===== config.mk =====
export PLATFORM = sky130hd
export DESIGN_NAME = msdp_to_json_transcoder_core
export DESIGN_NICKNAME = d
export VERILOG_FILES = /design/src/rtl/mtj_pkg.sv /design/src/rtl/mtj_front.sv /design/src/rtl/mtj_queue.sv /design/src/rtl/mtj_back.sv /design/src/rtl/msdp_to_json_transcoder_core.sv
export SDC_FILE = /design/constraint.sdc
export NUM_CORES = 1
export LEC_CHECK = 0
export ABC_AREA = 0
export BUFFER_PORTS_ARGS = -buffer_cell sky130_fd_sc_hd__buf_2
export CELL_PAD_IN_SITES_DETAIL_PLACEMENT = 1
export CELL_PAD_IN_SITES_GLOBAL_PLACEMENT = 2
export CORE_UTILIZATION = 43
export CTS_BUF_LIST = sky130_fd_sc_hd__clkbuf_4 sky130_fd_sc_hd__clkbuf_8 sky130_fd_sc_hd__clkbuf_16
export DETAILED_ROUTE_END_ITERATION = 12
export PLACE_DENSITY = 0.91
export SETUP_SLACK_MARGIN = 0.1
export SLEW_MARGIN = 20
export SYNTH_ARGS = -nofsm -noshare
export SYNTH_HDL_FRONTEND = slang
export SYNTH_SLANG_ARGS = --single-unit

===== constraint.sdc =====
create_clock -name clk -period 6.89 [get_ports clk]
set_clock_uncertainty 0.15 [all_clocks]
set_input_delay 1.378 -clock clk [delete_from_list [all_inputs] [get_ports clk]]
set_output_delay 1.378 -clock clk [all_outputs]
set_load 0.05 [all_outputs]

===== src/rtl/mtj_pkg.sv =====
// Shared codes, command type and byte tables for the MSDP to JSON transcoder.
`default_nettype none
package mtj_pkg;

  localparam logic [7:0] B_IAC    = 8'd255;
  localparam logic [7:0] B_SB     = 8'd250;
  localparam logic [7:0] B_SE     = 8'd240;
  localparam logic [7:0] OPT_MSDP = 8'd69;
  localparam logic [7:0] OPT_GMCP = 8'd201;

  localparam logic [2:0] M_NONE   = 3'd0;
  localparam logic [2:0] M_VAR    = 3'd1;
  localparam logic [2:0] M_VAL    = 3'd2;
  localparam logic [2:0] M_TOPEN  = 3'd3;
  localparam logic [2:0] M_TCLOSE = 3'd4;
  localparam logic [2:0] M_AOPEN  = 3'd5;
  localparam logic [2:0] M_ACLOSE = 3'd6;

  localparam logic [7:0] CH_QUOTE  = 8'h22;
  localparam logic [7:0] CH_BSLASH = 8'h5C;
  localparam logic [7:0] CH_COMMA  = 8'h2C;
  localparam logic [7:0] CH_COLON  = 8'h3A;
  localparam logic [7:0] CH_LBRACE = 8'h7B;
  localparam logic [7:0] CH_RBRACE = 8'h7D;
  localparam logic [7:0] CH_LBRACK = 8'h5B;
  localparam logic [7:0] CH_RBRACK = 8'h5D;

  // Output slots in emission order: header, pending quote, held IAC,
  // converted bytes, trailer.
  localparam int NSLOT = 17;
  localparam logic [4:0] S_HDR0  = 5'd0;
  localparam logic [4:0] S_QUOTE = 5'd9;
  localparam logic [4:0] S_IAC   = 5'd10;
  localparam logic [4:0] S_CONV0 = 5'd11;
  localparam logic [4:0] S_CONV1 = 5'd12;
  localparam logic [4:0] S_CONV2 = 5'd13;
  localparam logic [4:0] S_TRL0  = 5'd14;
  localparam logic [4:0] S_TRL1  = 5'd15;
  localparam logic [4:0] S_TRL2  = 5'd16;

  localparam int QDEPTH = 4;
  localparam int QAW    = $clog2(QDEPTH);

  typedef struct packed {
    logic [NSLOT-1:0] mask;
    logic [2:0][7:0]  conv;
  } cmd_t;

  function automatic logic [7:0] hdr_byte(input logic [3:0] idx);
    logic [7:0] r;
    case (idx)
      4'd0:    r = B_IAC;
      4'd1:    r = B_SB;
      4'd2:    r = OPT_GMCP;
      4'd3:    r = 8'h4D;
      4'd4:    r = 8'h53;
      4'd5:    r = 8'h44;
      4'd6:    r = 8'h50;
      4'd7:    r = 8'h20;
      default: r = CH_LBRACE;
    endcase
    return r;
  endfunction

  function automatic logic [7:0] slot_byte(input logic [4:0] slot, input cmd_t c);
    logic [7:0] r;
    case (slot)
      S_QUOTE: r = CH_QUOTE;
      S_IAC:   r = B_IAC;
      S_CONV0: r = c.conv[0];
      S_CONV1: r = c.conv[1];
      S_CONV2: r = c.conv[2];
      S_TRL0:  r = CH_RBRACE;
      S_TRL1:  r = B_IAC;
      S_TRL2:  r = B_SE;
      default: r = hdr_byte(slot[3:0] - S_HDR0[3:0]);
    endcase
    return r;
  endfunction

endpackage
`default_nettype wire


===== src/rtl/mtj_front.sv =====
// Front end: frame state tracking and classification of each input byte into a command.
`default_nettype none
module mtj_front
  import mtj_pkg::*;
(
  input  wire logic       clk,
  input  wire logic       rst,
  input  wire logic [7:0] in_byte,
  input  wire logic       frame_end,
  input  wire logic       in_valid,
  output logic            in_ready,
  input  wire logic       q_full,
  output logic            push,
  output cmd_t            cmd
);

  logic [1:0] byte_position, byte_position_next;
  logic [2:0] last_marker, last_marker_next;
  logic       quote_pending, quote_pending_next;
  logic       iac_held, iac_held_next;
  logic       stopped, stopped_next;

  logic       accept;

  assign in_ready = !q_full;
  assign accept   = in_valid && in_ready;

  always_comb begin
    logic       hdr, quote, iac_ff, trl, open_val;
    logic [1:0] n;
    logic [2:0][7:0] cv;
    hdr = 1'b0;
    quote = 1'b0;
    iac_ff = 1'b0;
    trl = 1'b0;
    n = 2'd0;
    cv = '0;
    open_val = (last_marker == M_VAL) || (last_marker == M_VAR);
    byte_position_next = byte_position;
    last_marker_next   = last_marker;
    quote_pending_next = quote_pending;
    iac_held_next      = iac_held;
    stopped_next       = stopped;

    if (!stopped) begin
      if (byte_position < 2'd2) begin
        byte_position_next = byte_position + 2'd1;
      end else if (byte_position == 2'd2) begin
        byte_position_next = 2'd3;
        hdr = (in_byte == OPT_MSDP);
      end else begin
        if (quote_pending) begin
          quote_pending_next = 1'b0;
          quote = (in_byte != {5'd0, M_TOPEN}) && (in_byte != {5'd0, M_AOPEN});
        end
        if (iac_held) begin
          iac_held_next = 1'b0;
          if (in_byte == B_SE) begin
            stopped_next = 1'b1;
            trl = 1'b1;
          end else begin
            iac_ff = 1'b1;
          end
        end
        if (!stopped_next) begin
          if (in_byte == B_IAC && !frame_end) begin
            iac_held_next = 1'b1;
          end else begin
            case (in_byte)
              {5'd0, M_TOPEN}: begin
                cv[0] = CH_LBRACE; n = 2'd1;
                last_marker_next = M_TOPEN;
              end
              {5'd0, M_TCLOSE}: begin
                if (open_val) begin
                  cv[0] = CH_QUOTE; cv[1] = CH_RBRACE; n = 2'd2;
                end else begin
                  cv[0] = CH_RBRACE; n = 2'd1;
                end
                last_marker_next = M_TCLOSE;
              end
              {5'd0, M_AOPEN}: begin
                cv[0] = CH_LBRACK; n = 2'd1;
                last_marker_next = M_AOPEN;
              end
              {5'd0, M_ACLOSE}: begin
                if (open_val) begin
                  cv[0] = CH_QUOTE; cv[1] = CH_RBRACK; n = 2'd2;
                end else begin
                  cv[0] = CH_RBRACK; n = 2'd1;
                end
                last_marker_next = M_ACLOSE;
              end
              {5'd0, M_VAR}: begin
                if (open_val) begin
                  cv[0] = CH_QUOTE; cv[1] = CH_COMMA; cv[2] = CH_QUOTE; n = 2'd3;
                end else if (last_marker == M_TCLOSE || last_marker == M_ACLOSE) begin
                  cv[0] = CH_COMMA; cv[1] = CH_QUOTE; n = 2'd2;
                end else begin
                  cv[0] = CH_QUOTE; n = 2'd1;
                end
                last_marker_next = M_VAR;
              end
              {5'd0, M_VAL}: begin
                if (last_marker == M_VAR) begin
                  cv[0] = CH_QUOTE; cv[1] = CH_COLON; n = 2'd2;
                end else if (last_marker == M_VAL) begin
                  cv[0] = CH_QUOTE; cv[1] = CH_COMMA; n = 2'd2;
                end
                last_marker_next = M_VAL;
                // value marker at frame end opens its quote right away
                if (frame_end) begin
                  cv[n] = CH_QUOTE;
                  n = n + 2'd1;
                end else begin
                  quote_pending_next = 1'b1;
                end
              end
              CH_BSLASH: begin
                cv[0] = CH_BSLASH; cv[1] = CH_BSLASH; n = 2'd2;
              end
              CH_QUOTE: begin
                cv[0] = CH_BSLASH; cv[1] = CH_QUOTE; n = 2'd2;
              end
              default: begin
                cv[0] = in_byte; n = 2'd1;
              end
            endcase
          end
        end
      end
    end

    if (frame_end) begin
      if (!stopped && !stopped_next) trl = 1'b1;
      byte_position_next = 2'd0;
      last_marker_next   = M_NONE;
      quote_pending_next = 1'b0;
      iac_held_next      = 1'b0;
      stopped_next       = 1'b0;
    end

    cmd.conv = cv;
    cmd.mask = {{3{trl}}, (n == 2'd3), (n > 2'd1), (n != 2'd0), iac_ff, quote, {9{hdr}}};
  end

  assign push = accept && (cmd.mask != '0);

  always_ff @(posedge clk) begin
    if (rst) begin
      byte_position <= 2'd0;
      last_marker   <= M_NONE;
      quote_pending <= 1'b0;
      iac_held      <= 1'b0;
      stopped       <= 1'b0;
    end else if (accept) begin
      byte_position <= byte_position_next;
      last_marker   <= last_marker_next;
      quote_pending <= quote_pending_next;
      iac_held      <= iac_held_next;
      stopped       <= stopped_next;
    end
  end

endmodule
`default_nettype wire


===== src/rtl/mtj_queue.sv =====
// Short command queue between front and back ends.
`default_nettype none
module mtj_queue
  import mtj_pkg::*;
(
  input  wire logic clk,
  input  wire logic rst,
  input  wire logic push,
  input  wire cmd_t push_cmd,
  input  wire logic pop,
  output cmd_t      head,
  output logic      empty,
  output logic      full
);

  cmd_t             mem [QDEPTH];
  logic [QAW-1:0]   wr_ptr, rd_ptr;
  logic [QAW:0]     count;

  assign empty = (count == '0);
  assign full  = (count == QAW'(0) + (QAW+1)'(QDEPTH));
  assign head  = mem[rd_ptr];

  always_ff @(posedge clk) begin
    if (push) mem[wr_ptr] <= push_cmd;
  end

  always_ff @(posedge clk) begin
    if (rst) begin
      wr_ptr <= '0;
      rd_ptr <= '0;
      count  <= '0;
    end else begin
      if (push) wr_ptr <= wr_ptr + QAW'(1);
      if (pop)  rd_ptr <= rd_ptr + QAW'(1);
      case ({push, pop})
        2'b10:   count <= count + (QAW+1)'(1);
        2'b01:   count <= count - (QAW+1)'(1);
        default: count <= count;
      endcase
    end
  end

endmodule
`default_nettype wire


===== src/rtl/mtj_back.sv =====
// Back end: queued commands to output bytes, one per cycle unless stalled.
`default_nettype none
module mtj_back
  import mtj_pkg::*;
(
  input  wire logic       clk,
  input  wire logic       rst,
  input  wire cmd_t       head,
  input  wire logic       empty,
  output logic            pop,
  output logic [7:0]      out_byte,
  output logic            run_last,
  output logic            frame_last,
  output logic            out_valid,
  input  wire logic       out_ready
);

  logic             active;
  logic [NSLOT-1:0] pend;
  logic [NSLOT-1:0] cur_mask, rest;
  logic [4:0]       slot;
  logic             emit;

  assign cur_mask = active ? pend : head.mask;
  assign emit     = !empty && (!out_valid || out_ready);

  // lowest pending slot goes out first
  always_comb begin
    slot = '0;
    for (int i = NSLOT - 1; i >= 0; i--) begin
      if (cur_mask[i]) slot = 5'(i);
    end
  end

  assign rest = cur_mask & ~(NSLOT'(1) << slot);
  assign pop  = emit && (rest == '0);

  always_ff @(posedge clk) begin
    if (emit) begin
      out_byte   <= slot_byte(slot, head);
      run_last   <= (rest == '0);
      frame_last <= (slot == S_TRL2);
      pend       <= rest;
    end
  end

  always_ff @(posedge clk) begin
    if (rst) begin
      out_valid <= 1'b0;
      active    <= 1'b0;
    end else begin
      if (emit) begin
        out_valid <= 1'b1;
        active    <= (rest != '0);
      end else if (out_ready) begin
        out_valid <= 1'b0;
      end
    end
  end

endmodule
`default_nettype wire


===== src/rtl/msdp_to_json_transcoder_core.sv =====
// The first output beat of an input byte goes through the command queue, then the back end's output register.
// Throughput: one input beat per cycle while the 4-entry command queue has room;
// output is one byte per cycle while not stalled, so a byte with k results gives k output beats.
// Bytes that yield no result never enter the queue.
// Reset: synchronous active-high rst clears frame state, queue and output valid.
// Top level: front end, command queue and byte-expanding back end.
`default_nettype none
module msdp_to_json_transcoder_core
  import mtj_pkg::*;
(
  input  wire logic       clk,
  input  wire logic       rst,
  input  wire logic [7:0] in_byte,
  input  wire logic       frame_end,
  input  wire logic       in_valid,
  output logic            in_ready,
  output logic [7:0]      out_byte,
  output logic            run_last,
  output logic            frame_last,
  output logic            out_valid,
  input  wire logic       out_ready
);

  cmd_t push_cmd, head;
  logic push, pop, empty, full;

  mtj_front u_front (
    .clk       (clk),
    .rst       (rst),
    .in_byte   (in_byte),
    .frame_end (frame_end),
    .in_valid  (in_valid),
    .in_ready  (in_ready),
    .q_full    (full),
    .push      (push),
    .cmd       (push_cmd)
  );

  mtj_queue u_queue (
    .clk      (clk),
    .rst      (rst),
    .push     (push),
    .push_cmd (push_cmd),
    .pop      (pop),
    .head     (head),
    .empty    (empty),
    .full     (full)
  );

  mtj_back u_back (
    .clk        (clk),
    .rst        (rst),
    .head       (head),
    .empty      (empty),
    .pop        (pop),
    .out_byte   (out_byte),
    .run_last   (run_last),
    .frame_last (frame_last),
    .out_valid  (out_valid),
    .out_ready  (out_ready)
  );

endmodule
`default_nettype wire


Word-level counts from Yosys, hierarchy flattened
Memories as Yosys holds them, arrays and structs flattened. A register that Yosys moved wholly into a read port is not among the register bits.
Cells that the tools add are included.

cells by class
  reductions and logical operators = 32
  mux-type cells = 122
  order comparisons = 4
  add/sub/neg operators = 6
  bitwise operators = 5
  equal/unequal tests = 35
  shift operators = 1

operators with widths
  kind                                                                    number
  24-bit 2-to-1 mux                                                       6
  16-bit 2-to-1 mux                                                       7
  8-bit case mux with 7 select lines                                      2
  5-bit 2-to-1 mux                                                        17
  8-bit case mux with 6 select lines                                      1
  2-bit 2-to-1 mux                                                        23
  1-bit 2-to-1 mux                                                        43
  5-bit by 4-bit equality test with 1-bit output (second input constant)  7
  17-bit nonzero test                                                     2
  14-bit 2-to-1 mux                                                       2
  7-bit 2-to-1 mux                                                        4
  8-bit by 3-bit equality test with 1-bit output (second input constant)  3
  12-bit by 18-bit bitwise AND with 18-bit output                         1
  3-bit 2-to-1 mux                                                        6
  18-bit inverter                                                         1
  3-bit case mux with 6 select lines                                      1
  17-bit bitwise AND                                                      1
  17-bit logical NOT                                                      1
  17-bit 2-to-1 mux                                                       1
  17-bit inverter                                                         1
  1-bit by 5-bit << shifter with 17-bit output (first input constant)     1
  8-bit demux with 2-bit select                                           1
  8-bit by 2-bit equality test with 1-bit output (second input constant)  2
  8-bit by 7-bit equality test with 1-bit output (second input constant)  2
  other kinds (37)                                                        69

storage, ports and cells
  register bits = 44
  bits in writable memories = 164
  ROM bits = 64
  logic and storage cells = 221
  input port bits = 13
  memories = 2

memory list
  memory            words  width  read ports  clocked after Yosys merged registers in  write ports  RTL line         text
  u_queue.mem       4      41     1           1                                        1            mtj_queue.sv:16  cmd_t mem [QDEPTH];
  (name not given)  8      8      1           0                                        0            mtj_pkg.sv:51    case (idx)

Longest topological paths before layout
Gate-level depths: netlist of run 1.

  word-level depth = 25
  depth in mapped cells = 23

Modules after synthesis
Synthesis of run 1 repeated with hierarchy kept, for this count alone.

second synthesis, totals
  cell total of the unflattened synthesis = 672
  area total of the unflattened synthesis = 9900.7 um2

modules (own cells, without submodules)
  module     sequential area each (um2)  cells an instance  area an instance (um2)  instances
  mtj_queue  5104.9                      262                6401.1                  1
  mtj_back   850.8                       227                2247.2                  1
  mtj_front  160.2                       183                1252.5                  1

Worst setup path before layout of run 1
No wires, ideal clock.

  path kind = register to register
  start point = register u_back.active
  end point = register u_queue.count[2]
  required time = 6670 ps
  buffers on the path = 5
  library setup time = 70 ps
  cell stages (with the launch flop) = 22
  arrival time = 5027 ps
  setup slack = 1643 ps
  period minus slack after synthesis = 5247 ps
  cells stage by stage = dfxtp_1 -> clkbuf_1 -> buf_6 -> clkbuf_1 -> clkbuf_1 -> o21ai_0 -> o21ai_0 -> a31oi_1 -> o21ai_0 -> ha_1 -> clkbuf_1 -> inv_1 -> o31a_1 -> a2111oi_4 -> nand4bb_2 -> nor3_1 -> ha_1 -> inv_1 -> fa_1 -> xor2_1 -> or3_1 -> a21oi_1

between the ends
  cells in the longest elaborated chain, start to end = 25
  elaborated cells between the ends (all ways) = 27
  those cells by class = eq/ne: 2; shift: 1; mux: 19; bitwise: 2; reduce/logical: 3

RTL lines
  element                                                                                       RTL line                            text
  from (decl)                                                                                   mtj_back.sv:18                      logic active;
  from (signal assigned)                                                                        mtj_back.sv:54                      active <= (rest != '0);
  17-bit 2-to-1 mux (*)                                                                         mtj_back.sv:24                      assign cur_mask = active ? pend : head.mask;
  5-bit 2-to-1 mux (17 in series)                                                               mtj_back.sv:31                      if (cur_mask[i]) slot = 5'(i);
  1-bit by 5-bit << shifter with 17-bit output                                                  mtj_back.sv:35                      assign rest = cur_mask & ~(NSLOT'(1) << slot);
  17-bit inverter                                                                               mtj_back.sv:35
  17-bit bitwise AND (*)                                                                        mtj_back.sv:35
  via u_back.rest[8]                                                                            mtj_back.sv:20                      logic [NSLOT-1:0] cur_mask, rest;
  17-bit logical NOT (*)                                                                        mtj_back.sv:36                      assign pop = emit && (rest == '0);
  1-bit logical AND (*)                                                                         mtj_back.sv:36
  via pop                                                                                       msdp_to_json_transcoder_core.sv:25  logic push, pop, empty, full;
  2-bit by 1-bit equality test with 1-bit output / 2-bit equality test (equally long branches)  mtj_queue.sv:36                     case ({push, pop})
  3-bit case mux with 2 select lines / 2-bit nonzero test (equally long branches)               n/a
  to (signal assigned)                                                                          mtj_queue.sv:37                     2'b10: count <= count + (QAW+1)'(1);
  to (signal assigned)                                                                          mtj_queue.sv:38                     2'b01: count <= count - (QAW+1)'(1);
  to (signal assigned)                                                                          mtj_queue.sv:39                     default: count <= count;
  to (decl)                                                                                     mtj_queue.sv:18                     logic [QAW:0] count;

The timed path passes the listed nets; every way through them passes the cells marked *.
A chain may end at the register's enable or synchronous reset.

==> results.ini, run 1 <==
[drt]
vias_per_cell=5.811
dr_total_vias=4968
routed_wl_um=18900
drc=0
wire_per_inst_um=22.10
ant_nets=0
dr.pass1.iters=4
drt_iter0_markers=302

[placement]
io_buffers=24
post-place-cells=823
dp_hpwl_um=13780
place.gp.congestion=0.9317
post_dp_cell_area_mm2=0.007425

[clocking]
cts_hold_buf=0
postCtsResizedCells=0
postCtsSetupBuffers=0
cts_tree=yes
root_buffer=clkbuf_16
clk_pin_slew_ns=0.06
htree_levels=4
cts_buffer_depth=2
clk_latency_ns=0.42
cts-buffers-inserted=17
clock_sinks=138

[critical_path]
max_stage_delay_ns=0.86
crit_top_cell=inv_1
r2r_end=u_queue.count[2]
regToRegSetupSlack_ns=0.79
worstPathCellList=buf_4 > mux4_2 > nand2b_1 > nand2_1 > a22oi_1 > o21ai_0 > and2_1 > inv_1 > ha_1 > inv_1 > o31a_1 > a2111oi_4 > nand4bb_2 > nor3_1 > ha_1 > inv_1 > fa_1 > xor2_1 > or3_1 > a21oi_1
r2r_cells=20
critical_path_required_ns=7.09
arrival_ns=6.30
crit_fanout=17
crit_type=flop to flop
end_kind=flop
critPathLaunchType=flop
slowest_stage=dfxtp_1

[pwr]
pwr_density_cell_mw_per_mm2=266.9
p_leak_nw=2.648
ir_worst_vdd_uv=190.8

[sta]
final_hold_viol_count=0
period_needed_ns=6.097
rsz0062_at_grt=false
max_freq_ghz=0.1640
slew_viol_final=0
worst-slew-pin-transition_ns=0.8385
fin_tns_setup_ns=0
relSlewSlack=0.4402
setup_viol=0
fin_crit_sh=0.8848

[global_routing]
grt_pass1_wl_um=29770
grt-ovfl-total=0
grtUsageTotal=0.2395
antenna_found_initial=0
grt_max_degree=36
grt_pass1_vias=5362

[synth]
ys_async_sr_fraction=0
synth_area_mm2=0.007092
synth_edf_count=119
seq_area_frac_synth=0.5575
yosysTopAreaCell=edfxtp_1
synth_area_leaders=edfxtp_1, dfxtp_1, mux4_2, a21oi_1, mux2i_1
synth-seq-cells=138
syn_area_per_cell_um2=11.84
yosysTopAreaCellShare=0.5039
synth.distinct_cells=71
synth_cells=599
synth_ff_type=edfxtp_1
syn_nets=622
yosysWarnings=0

[layout]
final_layout_size_suffix_gt1_frac=0.1581
antennaDiodeCount=0
stdcell_count=855
fin_area_mm2=0.008035
syn2layout_area_growth_pct=13.30
nets=649

[die]
core_area_mm2=0.01600
start_util=0.4432
dieArea_mm2=0.01701
io_pins=25
die_x_um=130.4
row_count=46
die_y_um=130.4

[hold_path]
hold-path-endpoint=u_back.out_valid
holdCritStartpoint=u_back.out_valid
hold_class=flop to flop
hold_path_depth=2

[job]
cap_violations=0

[outcome]
status=finished clean

-- area by class of cell --
cell class,count,area (µm²)
Sequential cell,138,3954
Timing Repair Buffer,35,202.7
Multi-Input combinational cell,407,2897
Fill cell,1697,7965
Clock buffer,25,563.0
Clock inverter,7,47.55
Tap cell,216,270.3
Inverter,27,101.3
-- metal layers --
| metal | up-vias | global-route usage | routed length [µm] |
|---|---|---|---|
| met4 | 0 | 0.09195 | 407 |
| met2 | 108 | 0.4352 | 10150 |
| li1 | 2331 | - | - |
| met5 | - | 0 | 0 |
| met1 | 2502 | 0.2766 | 7781 |
| met3 | 27 | 0.05049 | 556 |
-- stage by stage --
stage	setup slack (ns)	utilization	hold slack, ns	power, W
finish	0.7935	0.5022	0.3385	0.002145
global placement	1.094	0.4640	0.3127	0.001235
CTS	0.8182	0.5022	0.3413	0.002159
detailed placement	0.8666	0.4640	0.3327	0.001244
global route	0.4673	0.5022	0.3873	0.002212
floorplan	1.643	-	0.2982	0.001163
-- logic make-up after synthesis --
group,after synthesis,synth area share
buffers and inverters,54,0.03458
XOR/XNOR,3,0.003706
multiplexers,40,0.09121
adder cells (fa/ha/maj),10,0.01870
AND/OR/NAND/NOR,211,0.1584
AO/OA/AOI/OAI,143,0.1359
flip-flops,138,0.5575
-- worst max-delay path by stage --
| stage | startpoint | end | depth (start not counted) |
|---|---|---|---|
| 6_report | flop | u_queue.count[2] | 20 |
| 4_1_cts | flop | u_queue.count[2] | 20 |
| 3_3_place_gp | flop | u_queue.count[2] | 20 |
| 3_5_place_dp | flop | u_queue.count[2] | 20 |
| 2_1_floorplan | u_back.active | u_queue.count[2] | 21 |
| 5_1_grt | flop | u_queue.count[2] | 20 |
-- layout by cell type (no fill, tap or decap), drive strengths merged, types with 5 or more instances in the layout --
cell	count
nor3	15
mux2i	20
o21ai	26
a31oi	11
edfxtp	119
a22oi	6
dfxtp	19
nand2b	16
nor2b	14
ha	9
or4	5
a32oi	5
nor2	41
clkbuf	25
inv	30
nand3	17
a211oi	6
and2	17
or2	9
nor4	7
buf	35
nand2	48
mux4	18
nand4	6
a21oi	46
-- cells in the mapped netlist, types with 3 or more instances --
cell / number
clkbuf_1: 21
and3_1: 4
dfxtp_1: 19
o31ai_1: 4
or4_1: 4
mux4_1: 5
nor2b_1: 13
a21oi_1: 46
a211oi_1: 5
mux2i_1: 20
nor3_1: 15
a32oi_1: 5
mux4_2: 13
edfxtp_1: 119
and2_1: 16
nand4_1: 5
a22oi_1: 6
o21bai_1: 3
inv_1: 27
o31a_1: 4
a21o_1: 3
buf_6: 3
o2bb2ai_1: 4
nor3b_1: 3
nand2_1: 48
ha_1: 9
o211ai_1: 3
nand3_1: 17
or3_1: 3
or2_2: 7
nor2_1: 41
nand2b_1: 16
o21ai_0: 26
o21a_1: 4
a31oi_1: 10
nor4_1: 6
-- critical path, delay by kind of cell, from the launching register on --
kind	cells	cell delay (ns)
fa+ha+maj	3	1.13
flops	1	0.86
simple gates	6	1.38
xor+xnor	1	0.16
compound gates	5	1.20
mux	1	0.36
buf+inv	4	0.76
-- power breakdown --
part           internal, W  switching [W]  leakage [nW]
Sequential        0.000944      0.0000238          1.20
Clock             0.000569       0.000347         0.305
Combinational    0.0000830       0.000178          1.14
-- sequential cells by signal, indices dropped and copies added, names as in the netlist, named ones only --
register               flops
u_back.active              1
u_back.out_valid           1
u_back.run_last            1
u_back.out_byte            8
u_queue.wr_ptr             2
u_front.quote_pending      1
u_front.last_marker        3
u_queue.count              3
u_front.byte_position      2
u_front.stopped            1
u_front.iac_held           1
u_back.frame_last          1
u_queue.mem               92
u_back.pend               17
u_queue.rd_ptr             2
(Power assumes the default switching activity.)
==> run 2: changes to the inputs <==
CORE_UTILIZATION = 39   (was 43)
PLACE_DENSITY = 0.87   (was 0.91)
clock period = 5 ns   (was 6.89 ns; I/O delays follow)
==> results.ini, run 2 (synthesis gave the netlist of run 1 again) <==
[sta]
fin_crit_sh=0.9506  ; was 0.8848
setup_slack_ns=0.2471  ; was 0.7935 ns
fin_tns_setup_ns=0  ; unchanged
relSlewSlack=0.1736  ; was 0.4402
slew_viol_final=0  ; unchanged
rsz0062_at_grt=false  ; unchanged
max_freq_ghz=0.2104  ; was 0.1640 GHz
setup_viol=0  ; unchanged
worst-slew-pin-transition_ns=1.222  ; was 0.8385 ns
period_needed_ns=4.753  ; was 6.097 ns
final_hold_viol_count=0  ; unchanged

[drt]
ant_nets=0  ; unchanged
drc=0  ; unchanged
dr_total_vias=5341  ; was 4968
dr.pass1.iters=4  ; unchanged
wire_per_inst_um=22.72  ; was 22.10 µm
routed_wl_um=20400  ; was 18900 µm
drt_iter0_markers=329  ; was 302
vias_per_cell=5.948  ; was 5.811

[global_routing]
grtUsageTotal=0.2267  ; was 0.2395
grt_max_degree=31  ; was 36
antenna_found_initial=0  ; unchanged
grt_pass1_wl_um=31000  ; was 29770 µm
grt_pass1_vias=5663  ; was 5362
grt-ovfl-total=0  ; unchanged

[placement]
place.gp.congestion=0.8924  ; was 0.9317
dp_hpwl_um=14040  ; was 13780 µm
io_buffers=24  ; unchanged
pre_cts_ws_ns=-0.02536  ; was 0.8666 ns
post_dp_cell_area_mm2=0.007651  ; was 0.007425 mm²

[layout]
final_common_cell=edfxtp_1  ; unchanged
nets=683  ; was 649
fin_area_mm2=0.008396  ; was 0.008035 mm²
final_layout_size_suffix_gt1_frac=0.2244  ; was 0.1581
antennaDiodeCount=0  ; unchanged
largest-register=u_queue.mem  ; unchanged
largest_register_ffs=92  ; unchanged
syn2layout_area_growth_pct=18.38  ; was 13.30%
num-fill-cells=1883  ; was 1697
final_cell_mix=edfxtp_1, nand2_1, buf_4  ; was edfxtp_1, nand2_1, a21oi_1
largestRegisters=u_queue.mem: 92 flops, u_back.pend: 17 flops, u_back.out_byte: 8 flops  ; unchanged

[pwr]
pwr_density_cell_mw_per_mm2=365.8  ; was 266.9 mW/mm²
ir_worst_vdd_uv=239.2  ; was 190.8 µV
finalPower_w=0.003071  ; was 0.002145 W
p_leak_nw=2.836  ; was 2.648 nW

[clocking]
cts_buffer_depth=2  ; unchanged
clock_sinks=138  ; unchanged
cts-buffers-inserted=17  ; unchanged
htree_levels=4  ; unchanged
cts_hold_buf=0  ; unchanged
clk_pin_slew_ns=0.07  ; was 0.06 ns
cts_tree=yes  ; unchanged
root_buffer=clkbuf_16  ; unchanged
clk_latency_ns=0.43  ; was 0.42 ns

[die]
start_util=0.4044  ; was 0.4432
row_count=48  ; was 46
dieArea_mm2=0.01873  ; was 0.01701 mm²
core_area_mm2=0.01754  ; was 0.01600 mm²
die_x_um=136.9  ; was 130.4 µm
die_y_um=136.9  ; was 130.4 µm
io_pins=25  ; unchanged

[critical_path]
arrival_ns=4.95  ; was 6.30 ns
crit_fanout=15  ; was 17
end_kind=flop  ; unchanged
critical_path_required_ns=5.20  ; was 7.09 ns
critPathLaunchType=flop  ; unchanged
crit_type=flop to flop  ; unchanged

[outcome]
status=finished clean  ; unchanged

[hold_path]
hold_class=flop to flop  ; unchanged

[job]
cap_violations=0  ; unchanged

run 2: worst paths after layout:
| check | startpoint | to | slack, ns | cells past startpoint |
|---|---|---|---|---|
| setup reg to reg | flop | u_queue.count[2] | 0.25 | 21 |
| setup / recovery | flop | u_queue.count[2] | 0.25 | 21 |
| hold / removal | u_front.quote_pending | u_front.quote_pending | 0.34 | 2 |
| hold reg to reg | u_front.quote_pending | u_front.quote_pending | 0.34 | 2 |
run 2: cell type report:
cell class	instances	area, µm²	area share
Sequential cell	138	3959	0.4715
Timing Repair Buffer	69	470.5	0.05604
Multi-Input combinational cell	407	2959	0.3525
Clock inverter	13	177.7	0.02116
Clock buffer	19	446.7	0.05320
Tap cell	225	281.5	0.03353
Inverter	27	101.3	0.01207
run 2: power breakdown:
part | internal [W] | switching (W)
clock | 0.000816 | 0.000515
sequential | 0.00130 | 0.0000330
combinational | 0.000141 | 0.000266
run 2: metrics by stage:
step           instances    util  hold WS (ns)
3_5_place_dp         859  0.4363        0.3324
3_3_place_gp         859  0.4363        0.3101
6_report             898  0.4787        0.3429
2_1_floorplan        599       -        0.2982
4_1_cts              891  0.4726        0.3475
5_1_grt              898  0.4787        0.3835
run 2: what timing repair did:
item	CTS	global route
pin swaps	0	10
setup buffers	0	7
gates resized for setup	5	16
setup endpoints to repair	1	2
run 2: routing by layer:
metal / part of all wire / GRT usage
met5: 0 / 0
met4: 0.034 / 0.1044
met3: 0.045 / 0.05222
met2: 0.51 / 0.3982
met1: 0.41 / 0.2614
run 2: worst max-delay path, stage by stage (launching register included):
cell       delay, ns
dfxtp_1         0.32
buf_12          0.16
or2_2           0.29
o211a_1         0.24
a211oi_2        0.26
a22oi_1         0.10
o21ai_1         0.19
and2_4          0.19
ha_2            0.18
inv_1           0.09
a21o_1          0.22
a21oi_2         0.15
o2111ai_2       0.15
a2111oi_4       0.23
nand4bb_2       0.19
nor3_4          0.18
ha_2            0.21
inv_1           0.07
fa_2            0.39
xor2_1          0.17
or3_1           0.37
a21oi_2         0.17
==> run 3: changes to the inputs <==
CORE_UTILIZATION = 43   (was 39)
PLACE_DENSITY = 0.9   (was 0.87)
SYNTH_HIERARCHICAL = 1   (was not set)
==> results.ini, run 3 <==
[outcome]
status=finished clean  ; unchanged

[die]
core_area_mm2=0.02264  ; was 0.01754 mm²
die_y_um=153.7  ; was 136.9 µm
die_x_um=153.7  ; was 136.9 µm
dieArea_mm2=0.02364  ; was 0.01873 mm²
io_pins=25  ; unchanged
row_count=55  ; was 48
start_util=0.4373  ; was 0.4044

[sta]
fin_crit_sh=0.9837  ; was 0.9506
whs_ns=0.3538  ; was 0.3429 ns
period_needed_ns=4.918  ; was 4.753 ns
setup_viol=0  ; unchanged
setup_slack_ns=0.08164  ; was 0.2471 ns
max_freq_ghz=0.2033  ; was 0.2104 GHz
final_hold_viol_count=0  ; unchanged
rsz0062_at_grt=true  ; was false
slew_viol_final=0  ; unchanged
relSlewSlack=0.4662  ; was 0.1736
worst-slew-pin-transition_ns=0.7946  ; was 1.222 ns

[synth]
syn_area_per_cell_um2=14.73  ; was 11.84 µm²
synth-seq-cells=210  ; was 138
synth_area_mm2=0.009901  ; was 0.007092 mm²
synth_common_cells=edfxtp_1, nor2_1, mux4_2, a21oi_1, mux2i_1  ; was edfxtp_1, nand2_1, a21oi_1, nor2_1, inv_1
synth_edf_count=191  ; was 119
ys_async_sr_fraction=0  ; unchanged
synth_area_leaders=edfxtp_1, mux4_2, dfxtp_1, mux2i_1, nor2_1  ; was edfxtp_1, dfxtp_1, mux4_2, a21oi_1, mux2i_1
synth_cells=672  ; was 599
seq_area_frac_synth=0.6177  ; was 0.5575
synth.distinct_cells=84  ; was 71
yosysWarnings=6  ; was 0
synth_ff_type=edfxtp_1  ; unchanged
yosysTopAreaCellShare=0.5793  ; was 0.5039
yosysTopAreaCell=edfxtp_1  ; unchanged
synth.most_common_cell=edfxtp_1  ; unchanged

[layout]
final_layout_size_suffix_gt1_frac=0.2863  ; was 0.2244
largest-register=u_queue/mem  ; was u_queue.mem
stdcell_count=1029  ; was 898
final_cell_mix=edfxtp_1, nor2_1, buf_4  ; was edfxtp_1, nand2_1, buf_4
antennaDiodeCount=0  ; unchanged
utilization=0.5017  ; was 0.4787
nets=751  ; was 683
largest_register_ffs=164  ; was 92
largestRegisters=u_queue/mem: 164 flops, u_back/pend: 17 flops, u_back/out_byte: 8 flops  ; was u_queue.mem: 92 flops, u_back.pend: 17 flops, u_back.out_byte: 8 flops
syn2layout_area_growth_pct=14.73  ; was 18.38%
final_common_cell=edfxtp_1  ; unchanged

[drt]
vias_per_cell=5.997  ; was 5.948
ant_nets=0  ; unchanged
drc=0  ; unchanged
met3_wirelength_um=1223  ; was 910 µm
routed_wl_um=24350  ; was 20400 µm
drt-met1-wl_um=10070  ; was 8318 µm
drt_iter0_markers=504  ; was 329
wire_per_inst_um=23.67  ; was 22.72 µm
wl_met2_um=12450  ; was 10480 µm
dr_total_vias=6171  ; was 5341
top_layer=met4  ; unchanged
dr.pass1.iters=5  ; was 4

[global_routing]
grt_pass1_wl_um=37640  ; was 31000 µm
grt_max_degree=42  ; was 31
grt_pass1_vias=6441  ; was 5663
grtUsageTotal=0.2073  ; was 0.2267
grt-ovfl-total=0  ; unchanged
antenna_found_initial=0  ; unchanged

[placement]
io_buffers=24  ; unchanged
dp_hpwl_um=16360  ; was 14040 µm
place.gp.congestion=0.9703  ; was 0.8924
pre_cts_ws_ns=-0.1935  ; was -0.02536 ns
post-place-cells=977  ; was 859

[critical_path]
r2r_cells=21  ; unchanged
crit_fanout=6  ; was 15
slowest_stage=mux4_2  ; was fa_2
critPathTopFamily=simple AND/OR/NAND/NOR gates  ; was compound AO/OA/AOI/OAI gates
critPathLaunchType=flop  ; unchanged
max_stage_delay_ns=0.51  ; was 0.39 ns
crit_type=flop to flop  ; unchanged
critical_path_required_ns=5.28  ; was 5.20 ns
arrival_ns=5.20  ; was 4.95 ns
cp.depth=21  ; unchanged
worstPathCellList=mux4_2 > or3_1 > a222oi_1 > buf_4 > o31ai_4 > a31oi_1 > o21ai_2 > inv_2 > ha_4 > buf_6 > a31oi_4 > or2_1 > nor4_2 > and4b_2 > and2_4 > ha_4 > inv_2 > fa_2 > xor2_2 > or3_1 > a21oi_2  ; was buf_12 > or2_2 > o211a_1 > a211oi_2 > a22oi_1 > o21ai_1 > and2_4 > ha_2 > inv_1 > a21o_1 > a21oi_2 > o2111ai_2 > a2111oi_4 > nand4bb_2 > nor3_4 > ha_2 > inv_1 > fa_2 > xor2_1 > or3_1 > a21oi_2
crit_buf_inv=4  ; was 3
end_kind=flop  ; unchanged

[pwr]
pwr-share-seq=0.498  ; was 0.434
internal-power_w=0.003033  ; was 0.002257 W
swShare=0.2407  ; was 0.2650
ir_worst_vdd_uv=231.6  ; was 239.2 µV
pwr_density_cell_mw_per_mm2=351.7  ; was 365.8 mW/mm²
pwr-share-clk=0.399  ; was 0.433
p_switching_w=0.0009614  ; was 0.0008139 W
p_leak_nw=3.793  ; was 2.836 nW
pwr-share-comb=0.102  ; was 0.132

[clocking]
clk_pin_slew_ns=0.06  ; was 0.07 ns
cts_tree=yes  ; unchanged
cts-buffers-inserted=23  ; was 17
htree_levels=1  ; was 4
cts_buffer_depth=3  ; was 2
cts_hold_buf=0  ; unchanged
clock_sinks=210  ; was 138
root_buffer=clkbuf_16  ; unchanged
clk_latency_ns=0.50  ; was 0.43 ns

[hold_path]
hold_path_depth=2  ; unchanged
hold_class=flop to flop  ; unchanged
holdCritStartpoint=u_front/quote_pending  ; was u_front.quote_pending

[job]
cap_violations=0  ; unchanged

## run 3: final timing paths
| path | to | slack (ns) |
|---|---|---|
| max | u_queue/count[2] | 0.08 |
| min reg2reg | u_front/quote_pending | 0.35 |
| max reg2reg | u_queue/count[2] | 0.08 |
| min | u_front/quote_pending | 0.35 |
## run 3: cell families after synthesis
kind of cell             count (synthesis)  synth area share
other                                    1         0.0003788
multiplexers                            63            0.1160
XOR/XNOR                                 8          0.007077
AO/OA/AOI/OAI                          136           0.09946
buffers and inverters                   70           0.04322
adder cells (fa/ha/maj)                 10           0.01340
AND/OR/NAND/NOR                        174            0.1027
flip-flops                             210            0.6177
## run 3: stage by stage
stage / instance area, µm² / setup TNS, ns / power, W
after global placement: 10360 / 0 / 0.002376
final: 11360 / 0 / 0.003995
after floorplan: 9926 / 0 / 0.002260
after global routing: 11360 / -0.1093 / 0.004115
after CTS: 11290 / 0 / 0.004012
after detailed placement: 10360 / -0.1935 / 0.002395
## run 3: worst register-to-register path, delay by kind of cell (launching register included)
family / cells / cell delay, ns
compound gates: 6 / 0.83
xor+xnor: 1 / 0.16
fa+ha+maj: 3 / 0.64
buf+inv: 4 / 0.47
flops: 1 / 0.39
mux: 1 / 0.51
simple gates: 6 / 1.69
## run 3: per-layer routing
layer | vias to the layer above | track usage
li1 | 2762 | -
met1 | 3166 | 0.2669
met2 | 194 | 0.3615
met3 | 49 | 0.03269
met4 | 0 | 0.06095
met5 | - | 0
## run 3: layout make-up
class / instances / area, µm²
Timing Repair Buffer: 75 / 530.5
Multi-Input combinational cell: 398 / 3568
Clock buffer: 28 / 613.1
Tap cell: 285 / 356.6
Sequential cell: 210 / 6121
Clock inverter: 13 / 95.09
Inverter: 20 / 75.07
Fill cell: 2167 / 11280
## run 3: power by group through the flow
stage               registers (W)  clock network [W]  logic [W]
floorplan                 0.00204                  0   0.000215
global route              0.00199            0.00168   0.000436
CTS                       0.00199            0.00163   0.000395
finish                    0.00199            0.00159   0.000409
global placement          0.00202                  0   0.000354
detailed placement        0.00203                  0   0.000367
## run 3: what timing repair did
| item | 4_1_cts | 5_1_grt |
|---|---|---|
| endpoints found under the hold margin | 0 | 0 |
| resized for setup | 32 | 7 |
| setup endpoints to repair | 2 | 2 |
| buffers inserted | 9 | 1 |
| pin swaps | 17 | 14 |
